**config.mk**
```make
export PLATFORM = sky130hd
export DESIGN_NAME = vtyp_front
export DESIGN_NICKNAME = d
export VERILOG_FILES = /design/src/rtl/core/vtyp_pkg.sv /design/src/rtl/core/vtyp_front.sv
export SDC_FILE = /design/constraint.sdc
export NUM_CORES = 1
export LEC_CHECK = 0
export ABC_AREA = 1
export BUFFER_PORTS_ARGS = -buffer_cell sky130_fd_sc_hd__buf_2
export CORE_AREA = 3 3 196 198
export DETAILED_ROUTE_END_ITERATION = 12
export DIE_AREA = 0 0 199 201
export PLACE_DENSITY = 0.62
export REMOVE_ABC_BUFFERS = 1
export SKIP_LAST_GASP = 1
export SYNTH_ARGS = -nofsm -noshare
export SYNTH_HDL_FRONTEND = slang
export SYNTH_SLANG_ARGS = --single-unit
```
**constraint.sdc**
```tcl
create_clock -name vclk -period 10.97
set_input_delay 0.5485 -clock vclk [all_inputs]
set_output_delay 0.5485 -clock vclk [all_outputs]
set_load 0.05 [all_outputs]
```
**src/rtl/core/vtyp_pkg.sv**
```systemverilog
// ----------------------------------------------------------------------------
// vtyp_pkg
// Shared widths, constants, angle table and item types for the vector to
// yaw / pitch angle converter.
// ----------------------------------------------------------------------------
package vtyp_pkg;

    localparam int COORD_WIDTH     = 24;
    localparam int ANGLE_FRAC_BITS = 8;

    localparam int CORDIC_STEPS = 30;
    localparam int NORM_TOP     = 30;            // normalized magnitude of a nonzero input lands in [2^30, 2^31)
    localparam int NORM_W       = NORM_TOP + 3;  // signed normalized component
    localparam int MAG_W        = NORM_W - 1;    // normalized magnitude
    localparam int SHIFT_W      = 5;
    localparam int CW           = NORM_W + 3;    // cordic datapath, room for gain
    localparam int ANG_W        = 32;            // binary angle, full turn = 2^32
    localparam int SQ_W         = 2 * ANG_W;
    localparam int SQ_ITERS     = SQ_W / 2;

    localparam int YAW_W     = ANGLE_FRAC_BITS + 9;
    localparam int PITCH_W   = ANGLE_FRAC_BITS + 10;
    localparam int FULL_TURN = 360 << ANGLE_FRAC_BITS;
    localparam int PROD_W    = ANG_W + YAW_W;

    localparam logic [YAW_W-1:0] DEG_90  = YAW_W'(90 << ANGLE_FRAC_BITS);
    localparam logic [YAW_W-1:0] DEG_270 = YAW_W'(270 << ANGLE_FRAC_BITS);
    localparam logic [ANG_W-1:0] HALF_TURN = ANG_W'(1) << (ANG_W - 1);

    localparam int MQ_DEPTH = 4;
    localparam int OQ_DEPTH = 2;

    // atan(2^-i) in binary angle units
    localparam logic [ANG_W-1:0] ATAN_TAB [CORDIC_STEPS] = '{
        32'd536870912, 32'd316933406, 32'd167458907, 32'd85004756, 32'd42667331,
        32'd21354465,  32'd10679838,  32'd5340245,   32'd2670163,  32'd1335087,
        32'd667544,    32'd333772,    32'd166886,    32'd83443,    32'd41722,
        32'd20861,     32'd10430,     32'd5215,      32'd2608,     32'd1304,
        32'd652,       32'd326,       32'd163,       32'd81,       32'd41,
        32'd20,        32'd10,        32'd5,         32'd3,        32'd1
    };

    typedef struct packed {
        logic yaw_neg;  // x was negative, yaw gets a half turn added
        logic hz;       // zero horizontal part
        logic z_pos;
        logic x_zero;
        logic y_pos;
    } flags_t;

    typedef struct packed {
        logic        [MAG_W-1:0]  yaw_x;
        logic signed [NORM_W-1:0] yaw_y;
        logic        [MAG_W-1:0]  ax;
        logic        [MAG_W-1:0]  ay;
        logic signed [NORM_W-1:0] pz;
        flags_t                   flags;
    } mid_item_t;

endpackage

```
**src/rtl/core/vtyp_front.sv**
```systemverilog
// ----------------------------------------------------------------------------
// vtyp_front
// Classifies an incoming vector and normalizes its components for the yaw
// and the pitch paths before it enters the queue.
// ----------------------------------------------------------------------------
module vtyp_front (
    input  logic                                        push,
    output logic                                        full,
    input  logic signed [vtyp_pkg::COORD_WIDTH-1:0]     vec_x,
    input  logic signed [vtyp_pkg::COORD_WIDTH-1:0]     vec_y,
    input  logic signed [vtyp_pkg::COORD_WIDTH-1:0]     vec_z,
    input  logic                                        q_full,
    output logic                                        q_wr,
    output vtyp_pkg::mid_item_t                         q_item
);
    import vtyp_pkg::*;

    function automatic logic [SHIFT_W-1:0] norm_shift(input logic [MAG_W-1:0] m);
        logic [SHIFT_W-1:0] msb;
        msb = '0;
        for (int i = 0; i < MAG_W; i++)
        begin
            if (m[i])
                msb = SHIFT_W'(i);
        end
        if (msb < SHIFT_W'(NORM_TOP))
            return SHIFT_W'(NORM_TOP) - msb;
        return '0;
    endfunction

    function automatic logic [MAG_W-1:0] abs_mag(input logic signed [NORM_W-1:0] v);
        logic signed [NORM_W-1:0] n;
        n = -v;
        return v[NORM_W-1] ? n[MAG_W-1:0] : v[MAG_W-1:0];
    endfunction

    logic signed [NORM_W-1:0] xe, ye, ze;
    logic signed [NORM_W-1:0] yx, yy, yx_neg, yy_neg, px, py, pz;
    logic        [MAG_W-1:0]  mx, my, mz, mxy, mall;
    logic        [SHIFT_W-1:0] sy, sp;
    logic                      x_zero, y_zero, yaw_neg;

    assign xe = NORM_W'(vec_x);
    assign ye = NORM_W'(vec_y);
    assign ze = NORM_W'(vec_z);

    assign mx   = abs_mag(xe);
    assign my   = abs_mag(ye);
    assign mz   = abs_mag(ze);
    assign mxy  = (mx > my) ? mx : my;
    assign mall = (mxy > mz) ? mxy : mz;

    assign sy = norm_shift(mxy);
    assign sp = norm_shift(mall);

    // yaw path: fold x into the right half plane
    assign yx      = xe <<< sy;
    assign yy      = ye <<< sy;
    assign yx_neg  = -yx;
    assign yy_neg  = -yy;
    assign yaw_neg = yx[NORM_W-1];

    assign px = xe <<< sp;
    assign py = ye <<< sp;
    assign pz = ze <<< sp;

    assign x_zero = (vec_x == '0);
    assign y_zero = (vec_y == '0);

    always_comb
    begin
        q_item.yaw_x         = yaw_neg ? yx_neg[MAG_W-1:0] : yx[MAG_W-1:0];
        q_item.yaw_y         = yaw_neg ? yy_neg : yy;
        q_item.ax            = abs_mag(px);
        q_item.ay            = abs_mag(py);
        q_item.pz            = pz;
        q_item.flags.yaw_neg = yaw_neg;
        q_item.flags.hz      = x_zero && y_zero;
        q_item.flags.z_pos   = !vec_z[COORD_WIDTH-1] && (vec_z != '0);
        q_item.flags.x_zero  = x_zero;
        q_item.flags.y_pos   = !vec_y[COORD_WIDTH-1] && !y_zero;
    end

    assign q_wr = push && !q_full;
    assign full = q_full;

endmodule

```
Yosys cells after proc, flatten, opt, wreduce, memory -nomap -nowiden
Index checks and enable logic that the tools add are counted.
{"block": "word_totals", "wordCells": 106, "inputBits": 74, "out_inout_bits": 169, "register_bits": 0}
{"block": "classes", "magnitude_cmp": 4, "n_shift": 5, "n_mux": 77, "n_reduce_logical": 11, "add_sub_neg": 9}
{"operator": "$mux 5", "count": 64}
{"operator": "$mux 32", "count": 8}
{"operator": "$sshl 24x5->33", "count": 5}
{"operator": "$neg 24->32", "count": 3}
{"operator": "$neg 32->32", "count": 3}
{"operator": "$gt 32x32->1", "count": 2}
{"operator": "$logic_not 24->1", "count": 2}
{"operator": "$mux 33", "count": 1}
{"operator": "$neg 33->33", "count": 1}
{"operator": "$reduce_bool 24->1", "count": 1}
{"operator": "$lt 5x5->1 const B", "count": 2}
{"operator": "$sub 5x5->5 const A", "count": 2}
{"operator": "$logic_and 1x1->1", "count": 4}
{"operator": "$logic_not 1->1", "count": 4}
{"operator": "$mux 1", "count": 4}

Depth between registers and ports, before layout
{"block": "depth", "ltp_word": 43, "depth_mapped": 90, "ltp_nobuf": 83}

Least setup slack after synthesis
Ideal clock, no wire load.
{"block": "synth_timing", "kind": "input-to-output", "start": "in vec_x[0] in the netlist's numbering", "end": "out q_item[32] in the netlist's numbering", "n_path_buf": 13, "path_stages": 75, "setup_slack_ns": 0.006, "required_ns": 10.422, "t_arrival_ns": 10.416, "cell_sequence": "inv_1 > ha_1 > nand4_1 > nor3_1 > inv_1 > nor3_1 > and3_1 > and3_1 > nand3_1 > nor2_1 > nand4_1 > nand2_1 > xor2_1 > ha_1 > nand2_1 > nor2_1 > nand4_1 > nor2_2 > (+39 left out) > nand2_1 > nand2_2 > nand2_4 > nand2_8 > buf_6 > buf_4 > buf_4 > buf_4 > ha_1 > clkbuf_1 > clkbuf_1 > buf_1 > clkbuf_1 > clkbuf_1 > mux2i_1 > o21ai_0 > o21ai_0 > o21ai_0"}
{"item": "start, declared", "line": "vtyp_front.sv:9", "text": "input logic signed [vtyp_pkg::COORD_WIDTH-1:0] vec_x,"}
{"item": "end, declared", "line": "vtyp_front.sv:14", "text": "output vtyp_pkg::mid_item_t q_item"}

==> flow_summary.yaml <==
logic_synthesis:
  synth.yosys.warnings: 0
  yosys-top-cells-area: "sky130_fd_sc_hd__nand2_1, sky130_fd_sc_hd__nand3_1, sky130_fd_sc_hd__xor2_1"
  synth.cell_area_um2: 15700
  yosys-top-cells-count: "sky130_fd_sc_hd__nand2_1, sky130_fd_sc_hd__nand3_1, sky130_fd_sc_hd__inv_1"
  ys_seq_area_share_pct: 0
  yosysTopAreaCellShare_pct: 25.3
  netlist-cell-type-count: 65
  synthCells: 3137
  synth_area_per_cell_um2: 5.00
  synth_most_common_cell: "sky130_fd_sc_hd__nand2_1"
  synth_area_leader_cell: "sky130_fd_sc_hd__nand2_1"
timing:
  slew_viol_final: 0
  clock.fmax_ghz: 0.0991
  tightest_slew_ns: 0.818
  timing.final.crit_period_ns: 10.09
  slew-limit-headroom_pct: 45.5
  setup_repair_after_global_routing_missed_its_margin: "yes"
  timing.final.hold_violations: 0
  final-setup-viol-count: 0
  final.period_utilization_pct: 92.0
drt:
  vias_per_cell: 5.50
  drcViolationCount: 0
  avgRoutedWirePerCell_um: 16.0
  route.vias.total: 20700
  route.final.wire_length_um: 60400
  drt_pass1_iterations: 6
  detail-route-antenna-nets: 0
  detailedRoute.firstIterationViolations: 2124
final_layout:
  final-instance-count-excl-fill: 3762
  layout-drive-gt1-share_pct: 14.0
  area_growth_syn_to_layout_pct: 9.79
  layout.cell_area.non_filler_um2: 17200
  clkbuf_count: 0
  sequential_cell_total: 0
  seqCellArea_um2: 0
  finish.net_count: 3437
grt:
  global_route.overflow_total: 0
  via_count_of_the_first_global_routing_pass: 18300
  grt_pass1_wl_um: 95200
  largest_net_degree_at_the_start_of_global_routing: 94
  antenna_found_initial: 3
  grt.total_usage_pct: 28.4
critical_path:
  worstSetupStartpointType: "primary input"
  most_common_cell_on_crit_path: "sky130_fd_sc_hd__nand2_1"
  critical_path.endpoint_type: "output port"
  critPathKind: "primary input to output port"
  worst_ep_arrival_time_ns: 9.54
  max_stage_delay_ns: 0.36
  crit_required_ns: 10.42
  critical_path_peak_fanout: 28
  critical-path-slowest-cell: "sky130_fd_sc_hd__ha_2"
die:
  fp-row-count: 70
  floorplan.initialDensity_pct: 42.8
  area_enclosed_by_the_die_boundary_um2: 40000
  design.core.area_um2: 36700
  die_width_um: 199
  die-height_um: 201
  pin_count: 243
outcome:
  outcome: "completed"
placement:
  hpwl_um: 48700
  postPlaceCellArea_um2: 17000
  port-buffer-count: 238
  place_congestion: 1.01
  total_placed_cells_including_tap_cells: 3751
min_path:
  timing.hold.worst.class: "primary input to output port"
run:
  drv.max_cap_violation_count: 0
clock_tree:
  post_cts_hold_buffer_count: 0
-- metal layers --
metal / vias up / GRT usage (%) / part of all wire (%)
met5: - / 0 / 0.043
met4: 4 / 7.68 / 3.3
met3: 127 / 2.99 / 9.0
met2: 972 / 45.5 / 43
met1: 9066 / 40.5 / 45
li1: 10500 / - / -
-- final timing paths --
path	end	cells past startpoint	slack, ns	start
worst max-delay path	q_item[58]	71	0.88	vec_x[0]
worst min-delay path	full	2	1.40	q_full
-- metrics by stage --
step	hold WS (ns)	setup WS [ns]	setup TNS, ns	util, %
floorplan	1.10	-2.59	-195.45	-
global placement	1.40	0.374	0	46.5
detailed placement	1.40	0.405	0	46.5
CTS	1.40	0.369	0	46.5
global route	1.41	-0.0287	-0.0515	46.9
finish	1.40	0.882	0	46.9
-- what timing repair did --
item / 4_1_cts / 5_1_grt
buffers inserted: 0 / 4
setup endpoints to repair: 0 / 62
gates resized for setup: 0 / 28
-- final cells by class --
cell class / count / area, µm²
tap: 468 / 586
fill: 4248 / 19500
inverter: 290 / 1110
antenna: 5 / 12.5
timing repair buffer: 299 / 1750
multi-input combinational: 2700 / 13800
-- placed cells by master, fill, tap and decap left out, types with 10 or more instances in the layout --
cell type and instances:
sky130_fd_sc_hd__o21ai_1 129, sky130_fd_sc_hd__xnor2_1 35, sky130_fd_sc_hd__o21ai_0 179, sky130_fd_sc_hd__xor2_1 122, sky130_fd_sc_hd__mux2i_1 10, sky130_fd_sc_hd__nor2_1 230
sky130_fd_sc_hd__nand2_1 1058, sky130_fd_sc_hd__inv_2 42, sky130_fd_sc_hd__a31oi_1 19, sky130_fd_sc_hd__buf_2 235, sky130_fd_sc_hd__conb_1 41, sky130_fd_sc_hd__nand2_2 18
sky130_fd_sc_hd__a21oi_1 67, sky130_fd_sc_hd__o21ai_2 14, sky130_fd_sc_hd__inv_1 237, sky130_fd_sc_hd__nand3_2 14, sky130_fd_sc_hd__nor3_1 23, sky130_fd_sc_hd__buf_4 54
sky130_fd_sc_hd__o31ai_1 10, sky130_fd_sc_hd__nand3_1 484, sky130_fd_sc_hd__nor2_2 13, sky130_fd_sc_hd__nand4_1 48, sky130_fd_sc_hd__ha_1 71, sky130_fd_sc_hd__or2_2 12
-- logic make-up after synthesis --
family	synth area share, %
other cells	0.0479
buf+inv	13.6
simple gates	54.5
fa+ha+maj	5.74
xor+xnor	9.23
compound gates	16.1
mux	0.782
-- critical path, delay by kind of cell --
family                     cells  cell delay (ns)
and+or+nand+nor               48             4.84
buffers and inverters         13             1.92
adders and majority gates      4             1.05
AOI/OAI and AO/OA              5             0.87
xor gates and xnor gates       1             0.23
Power is left out: the tool's default activity adds up to more than one toggle a clock period on the data nets, which glitch-free logic cannot reach.
