<file path="src/rtl/core/vtyp_pkg.sv">
// ----------------------------------------------------------------------------
// vtyp_pkg
// Shared widths, constants, angle table and item types for the vector to
// yaw / pitch angle converter.
// ----------------------------------------------------------------------------
package vtyp_pkg;

    localparam int COORD_WIDTH     = 24;
    localparam int ANGLE_FRAC_BITS = 8;

    localparam int CORDIC_STEPS = 30;
    localparam int NORM_TOP     = 30;            // normalized magnitude of a nonzero input lands in [2^30, 2^31)
    localparam int NORM_W       = NORM_TOP + 3;  // signed normalized component
    localparam int MAG_W        = NORM_W - 1;    // normalized magnitude
    localparam int SHIFT_W      = 5;
    localparam int CW           = NORM_W + 3;    // cordic datapath, room for gain
    localparam int ANG_W        = 32;            // binary angle, full turn = 2^32
    localparam int SQ_W         = 2 * ANG_W;
    localparam int SQ_ITERS     = SQ_W / 2;

    localparam int YAW_W     = ANGLE_FRAC_BITS + 9;
    localparam int PITCH_W   = ANGLE_FRAC_BITS + 10;
    localparam int FULL_TURN = 360 << ANGLE_FRAC_BITS;
    localparam int PROD_W    = ANG_W + YAW_W;

    localparam logic [YAW_W-1:0] DEG_90  = YAW_W'(90 << ANGLE_FRAC_BITS);
    localparam logic [YAW_W-1:0] DEG_270 = YAW_W'(270 << ANGLE_FRAC_BITS);
    localparam logic [ANG_W-1:0] HALF_TURN = ANG_W'(1) << (ANG_W - 1);

    localparam int MQ_DEPTH = 4;
    localparam int OQ_DEPTH = 2;

    // atan(2^-i) in binary angle units
    localparam logic [ANG_W-1:0] ATAN_TAB [CORDIC_STEPS] = '{
        32'd536870912, 32'd316933406, 32'd167458907, 32'd85004756, 32'd42667331,
        32'd21354465,  32'd10679838,  32'd5340245,   32'd2670163,  32'd1335087,
        32'd667544,    32'd333772,    32'd166886,    32'd83443,    32'd41722,
        32'd20861,     32'd10430,     32'd5215,      32'd2608,     32'd1304,
        32'd652,       32'd326,       32'd163,       32'd81,       32'd41,
        32'd20,        32'd10,        32'd5,         32'd3,        32'd1
    };

    typedef struct packed {
        logic yaw_neg;  // x was negative, yaw gets a half turn added
        logic hz;       // zero horizontal part
        logic z_pos;
        logic x_zero;
        logic y_pos;
    } flags_t;

    typedef struct packed {
        logic        [MAG_W-1:0]  yaw_x;
        logic signed [NORM_W-1:0] yaw_y;
        logic        [MAG_W-1:0]  ax;
        logic        [MAG_W-1:0]  ay;
        logic signed [NORM_W-1:0] pz;
        flags_t                   flags;
    } mid_item_t;

endpackage

</file>
<file path="src/rtl/core/vtyp_mid_queue.sv">
// ----------------------------------------------------------------------------
// vtyp_mid_queue
// Short queue that decouples the classifying front from the arithmetic back.
// ----------------------------------------------------------------------------
module vtyp_mid_queue (
    input  logic                 clk,
    input  logic                 rst_n,
    input  logic                 wr,
    input  vtyp_pkg::mid_item_t  wr_item,
    input  logic                 rd,
    output vtyp_pkg::mid_item_t  rd_item,
    output logic                 full,
    output logic                 empty
);
    import vtyp_pkg::*;

    localparam int PTR_W = $clog2(MQ_DEPTH);
    localparam int CNT_W = $clog2(MQ_DEPTH + 1);

    mid_item_t          mem [MQ_DEPTH];
    logic [PTR_W-1:0]   wr_ptr_reg, wr_ptr_next;
    logic [PTR_W-1:0]   rd_ptr_reg, rd_ptr_next;
    logic [CNT_W-1:0]   cnt_reg, cnt_next;

    always_comb
    begin
        wr_ptr_next = wr ? wr_ptr_reg + PTR_W'(1) : wr_ptr_reg;
        rd_ptr_next = rd ? rd_ptr_reg + PTR_W'(1) : rd_ptr_reg;
        cnt_next    = cnt_reg + CNT_W'(wr) - CNT_W'(rd);
    end

    always_ff @(posedge clk or negedge rst_n)
    begin
        if (!rst_n)
        begin
            wr_ptr_reg <= '0;
            rd_ptr_reg <= '0;
            cnt_reg    <= '0;
        end
        else
        begin
            wr_ptr_reg <= wr_ptr_next;
            rd_ptr_reg <= rd_ptr_next;
            cnt_reg    <= cnt_next;
        end
    end

    always_ff @(posedge clk)
    begin
        if (wr)
            mem[wr_ptr_reg] <= wr_item;
    end

    assign rd_item = mem[rd_ptr_reg];
    assign full    = (cnt_reg == CNT_W'(MQ_DEPTH));
    assign empty   = (cnt_reg == '0);

endmodule

</file>
<file path="config.mk">
export PLATFORM = sky130hd
export DESIGN_NAME = vtyp_mid_queue
export DESIGN_NICKNAME = d
export VERILOG_FILES = /design/src/rtl/core/vtyp_pkg.sv /design/src/rtl/core/vtyp_mid_queue.sv
export SDC_FILE = /design/constraint.sdc
export NUM_CORES = 1
export LEC_CHECK = 0
export ABC_AREA = 1
export BUFFER_PORTS_ARGS = -buffer_cell sky130_fd_sc_hd__buf_2
export CAP_MARGIN = 20
export CELL_PAD_IN_SITES_DETAIL_PLACEMENT = 2
export CELL_PAD_IN_SITES_GLOBAL_PLACEMENT = 2
export CORE_MARGIN = 2
export CORE_UTILIZATION = 34
export CTS_CLUSTER_DIAMETER = 200
export DETAILED_ROUTE_END_ITERATION = 16
export PLACE_DENSITY = 0.76
export SLEW_MARGIN = 20
export SYNTH_ARGS = -nofsm -noshare
export SYNTH_HDL_FRONTEND = slang
export SYNTH_SLANG_ARGS = --single-unit
</file>
<file path="constraint.sdc">
create_clock -name clk -period 4.7 [get_ports clk]
set_input_delay 0.705 -clock clk [delete_from_list [all_inputs] [get_ports clk]]
set_output_delay 0.705 -clock clk [all_outputs]
set_load 0.02 [all_outputs]
</file>
After elaboration in Yosys (flattened, before gate mapping)
Memories as Yosys holds them, arrays and structs flattened.
Index checks and enable logic that the tools add are counted.
- register bits after elaboration: 7
- memory bits (writable): 668
- input bits: 171
- memories: 1
- add/subtract/negate cells: 4
- equality and inequality tests: 1
- mux-type cells: 2
- reduce and logical (&&, ||, !) cells: 1
- memories (name ; depth ; width ; rd ports ; clocked after Yosys merged registers in ; wr ports ; line ; text):
    mem ; 4 ; 167 ; 1 ; 0 ; 1 ; vtyp_mid_queue.sv:20 ; mid_item_t mem [MQ_DEPTH];
- operators with widths (cell ; count):
    2-bit by 1-bit adder with 2-bit output (second input constant) ; 2
    3-bit by 1-bit adder with 3-bit output ; 1
    3-bit equality test (second input constant) ; 1
    3-bit zero test ; 1
    3-bit by 1-bit subtractor with 3-bit output ; 1
    1-bit two-way mux ; 2

Logic depth before layout (Yosys ltp)
- word-level depth: 2
- mapped depth: 10

Worst setup path after synthesis
No wires, ideal clock.
- path type: input to register
- from: in wr
- to: mem mem[2][0] (netlist bit) (enable)
- setup time: 0.520 ns
- data arrival time: 4.224 ns
- required time: 4.180 ns
- slack: -0.044 ns
- stages on the path: 3
- path buffers: 1
- cell sequence: clkbuf_1 -> nand2_1 -> inv_1
- word-level cells in the longest chain between the ends: 2
- RTL lines (element ; line ; text):
    from (decl) ; vtyp_mid_queue.sv:8 ; input logic wr,
    1-bit two-way mux ; vtyp_mid_queue.sv:50 ; if (wr)
    1-bit two-way mux (not written as such) ; vtyp_mid_queue.sv:51 ; mem[wr_ptr_reg] <= wr_item;
    to (decl) ; vtyp_mid_queue.sv:20 ;
No other way between the ends.

==> results.md <==
Run status:
- The run finished with clean final reports.

Clocking:
- The number of sinks handled by clock tree synthesis is 675.
- In this run the deepest clock path goes through 3 buffers.
- In this run, CTS created clock tree buffers numbering 78.
- The cell sitting at the root of the clock tree is a sky130_fd_sc_hd__clkbuf_16.
- For the worst-skew pair, the clock arrives at the later sink with an insertion delay of 0.62 ns.
- TritonCTS built the clock tree.
- The H-tree generated during clock tree synthesis spans 3 levels.
- The clock transition at the register clock pins on the worst setup and hold paths after CTS is 0.06 ns.

Global route:
- Summed over all layers, the global routing overflow is 0.
- The global-route usage over all layers is 19.73%.
- The initial antenna violation count is 23.
- The number of global-route vias before repair is 22.23k.
- Entering global routing, the biggest net connects 197 pins.
- The first-pass GRT wire length is 129300 um.

Routing:
- In the final routed layout, each cell accounts on average for 20.50 um.
- The number of DRC violations after detailed routing is 0.
- In this run the remaining antenna-violating nets after routing total 0.
- The via density per instance is 4.674.
- For this block, the initial DRC count from the detailed router was 851.
- The total detailed-routing wirelength is 85080 um.
- The routed layout has 19.40k vias.
- The pre-antenna-repair detailed-routing pass consisted of 4 iterations.

Floorplan:
- The floorplan step defined a core boundary enclosing 83160 um^2.
- The die covers 85930 um^2.
- The die span in x is 293.1 um.
- The count of pins on the block boundary is 340.
- The initial core utilization is 34.18%.
- The cell row count is 106.
- The die is 293.1 um tall.

Synthesis:
- The cell taking the most area after synthesis is sky130_fd_sc_hd__edfxtp_1.
- Sorting the synthesized cells by area gives the leading types as sky130_fd_sc_hd__edfxtp_1, sky130_fd_sc_hd__nand2_1, sky130_fd_sc_hd__inv_1.
- The flop and latch count out of synthesis is 675.
- The total of warnings raised by yosys is 0.
- The number of enable-type register cells in the synthesized netlist is 668.
- Synthesis produced a netlist with a net count of 2841.
- The share of async-settable or async-resettable flops after synthesis is 1.037%.
- Yosys mapped the design onto 17 distinct sky130hd cell types.
- A synthesized cell averages 10.67 um^2.
- Synthesis handed over a netlist of 2663 instances.
- The mapped netlist covers 28430 um^2.
- Sorting the synthesized cells by how often they occur yields sky130_fd_sc_hd__nand2_1, sky130_fd_sc_hd__inv_1, sky130_fd_sc_hd__edfxtp_1.
- The share of Yosys cell area claimed by the top area cell type is 70.57%.
- In the synthesized netlist the dominant register cell turns out to be sky130_fd_sc_hd__edfxtp_1.
- Summing the sequential cell areas from Yosys gives 71.18% of the chip area.
- In the post-synthesis netlist, the cell with the most instances is sky130_fd_sc_hd__nand2_1.

STA:
- The worst pin sits at a relative slew slack of 32.77%.
- The actual slew at the worst max-slew pin is 1.008 ns.
- Setup violations remaining at the end of the flow were counted as 0.
- The minimum clock period after layout is 3.613 ns.
- The count of endpoints failing hold in the final timing report is 0.
- Based on the critical path, the design can be clocked at up to 276.8 MHz.
- Dividing the final minimum period by the clock period gives 76.86%.
- Setup repair after global routing left no endpoint under its margin.
- For the final database, setup skew stands at 0.02201 ns.
- The setup total negative slack is 0 ns.
- The number of pins exceeding their max-slew limit in the final report is 0.

Worst hold path:
- The min-delay analysis places its worst path in the category input port to flip-flop.
- Counting instances, the worst hold path has a depth of 1.
- The worst-case hold path end point is mem[0][7].
- The worst hold path begins at wr_item[7].

Pwr:
- VDD sags by at most 0.0004464 V.
- The leakage power is 15.54 nW.
- The power per unit of standard cell area is 676.0 nW/um^2.
- Summing internal, switching and leakage power gives 22.88 mW.

Finish:
- The fraction of final layout cells sized beyond drive strength 1 is 15.73%.
- The number of flip-flops under the largest register name is 668.
- Leaving out filler cells and counting taps, the final layout contains 4151.
- The area growth from synthesis to layout is 19.08%.
- The final layout net count is 3175.

Worst setup path:
- The worst register-to-register path begins at wr_ptr_reg[0].
- The delay contributed by the slowest stage of the critical path is 0.71 ns.
- STA classifies the critical path startpoint as a flip-flop.
- The worst reg-to-reg path cell count is 6.
- The timing startpoint of the critical path is rd_ptr_reg[1].
- STA classifies the critical path endpoint as a primary output.
- The endpoint of the worst-slack reg-to-reg timing path is mem[2][137].
- The critical setup path kind is flip-flop to primary output.
- The critical path data arrival time is 2.91 ns.
- The reg-to-reg setup timing slack is 2.23 ns.
- Data on the critical path is required at its endpoint by 3.99 ns.
- The largest individual stage delay along the critical path comes from the cell sky130_fd_sc_hd__dfrtp_4.
- The critical path goes through inv_6 > buf_12 > nand3_1 > nand2_1 > buf_2.
- Of all nets on the critical path, the largest fanout is 69.

Placed design:
- Summed over all nets, the half-perimeter wirelength after detailed placement is 52290 um.
- The instance count after placement with tap cells included is 3996.
- The count of input and output buffers is 339.
- The congestion estimate from routability-driven global placement came to 0.7495.

Job:
- Max-cap violations in this run came to 0.
timing repair:
action,in CTS,in global routing
gates resized for setup,0,0
hold buffers,1,0
setup endpoints to repair,0,0
setup buffers,0,0
hold endpoints to repair,7,0
worst max-delay path: cells and delay by family (launching register included):
kind | cells | cell delay, ns
simple gates | 2 | 0.29
buf+inv | 3 | 1.27
flops | 1 | 0.71
routing by layer:
metal | routed length (um) | vias up | GRT usage (%) | part of all wire (%)
li1 | - | 8985 | - | -
met1 | 33430 | 9919 | 22.10 | 39
met2 | 45930 | 330 | 37.26 | 54
met3 | 3205 | 145 | 3.396 | 3.8
met4 | 2375 | 22 | 7.242 | 2.8
met5 | 141 | - | 0 | 0.17
through the flow:
stage	util [%]	hold slack [ns]	cell area (um^2)	worst slack, ns
floorplan	-	0.4094	28440	0.8604
global placement	37.58	0.5087	31250	1.614
detailed placement	37.61	0.5402	31270	1.607
CTS	40.66	0.2431	33810	0.9327
global route	40.70	0.2649	33850	0.9233
finish	40.71	0.2932	33850	1.087
how the worst max path moves through the flow:
stage               slack (ns)  cells after the start     endpoint
finish                    1.09                      5  rd_item[26]
detailed placement        1.61                      5  rd_item[26]
CTS                       0.93                      5  rd_item[28]
global route              0.92                      5  rd_item[35]
floorplan                 0.86                      3    mem[2][0]
global placement          1.61                      5  rd_item[35]
kinds of logic (layout without fill, tap and decap cells):
group	Yosys count	after routing	share of synthesized area, %
AND/OR/NAND/NOR	1183	1183	17.10
buffers and inverters	794	1188	11.27
flip-flops	675	675	71.18
adder cells (fa/ha/maj)	7	7	0.3345
XOR/XNOR	3	3	0.09245
AO/OA/AOI/OAI	1	1	0.01759
other	0	14	0
area by class of cell:
class                   instances  area [um^2]
diodes                         14        35.03
clock buffers                  97         2086
clock inverters                43        445.4
fillers                      8779        49310
inverters                     682         2587
multi-input cells            1194         4989
flip-flops and latches        675        20240
well taps                    1080         1351
repair buffers                366         2115
layout by cell type, fill, tap and decap left out, drive strengths merged:
cell type      n
clkinv        32
nor3           2
fa             1
clkinvlp       5
dlygate4sd3    1
edfxtp       668
clkbuf        97
xor2           3
nand2        846
diode         14
nand3        335
o21ai          1
dfrtp          7
bufinv         7
inv          681
buf          365
ha             6
power breakdown:
part           internal, mW  switching (mW)  total [mW]
Clock                  3.55            2.49        6.04
Combinational          2.25            6.35        8.60
Sequential             7.88           0.374        8.25
Power figures use the tool's default switching activity.
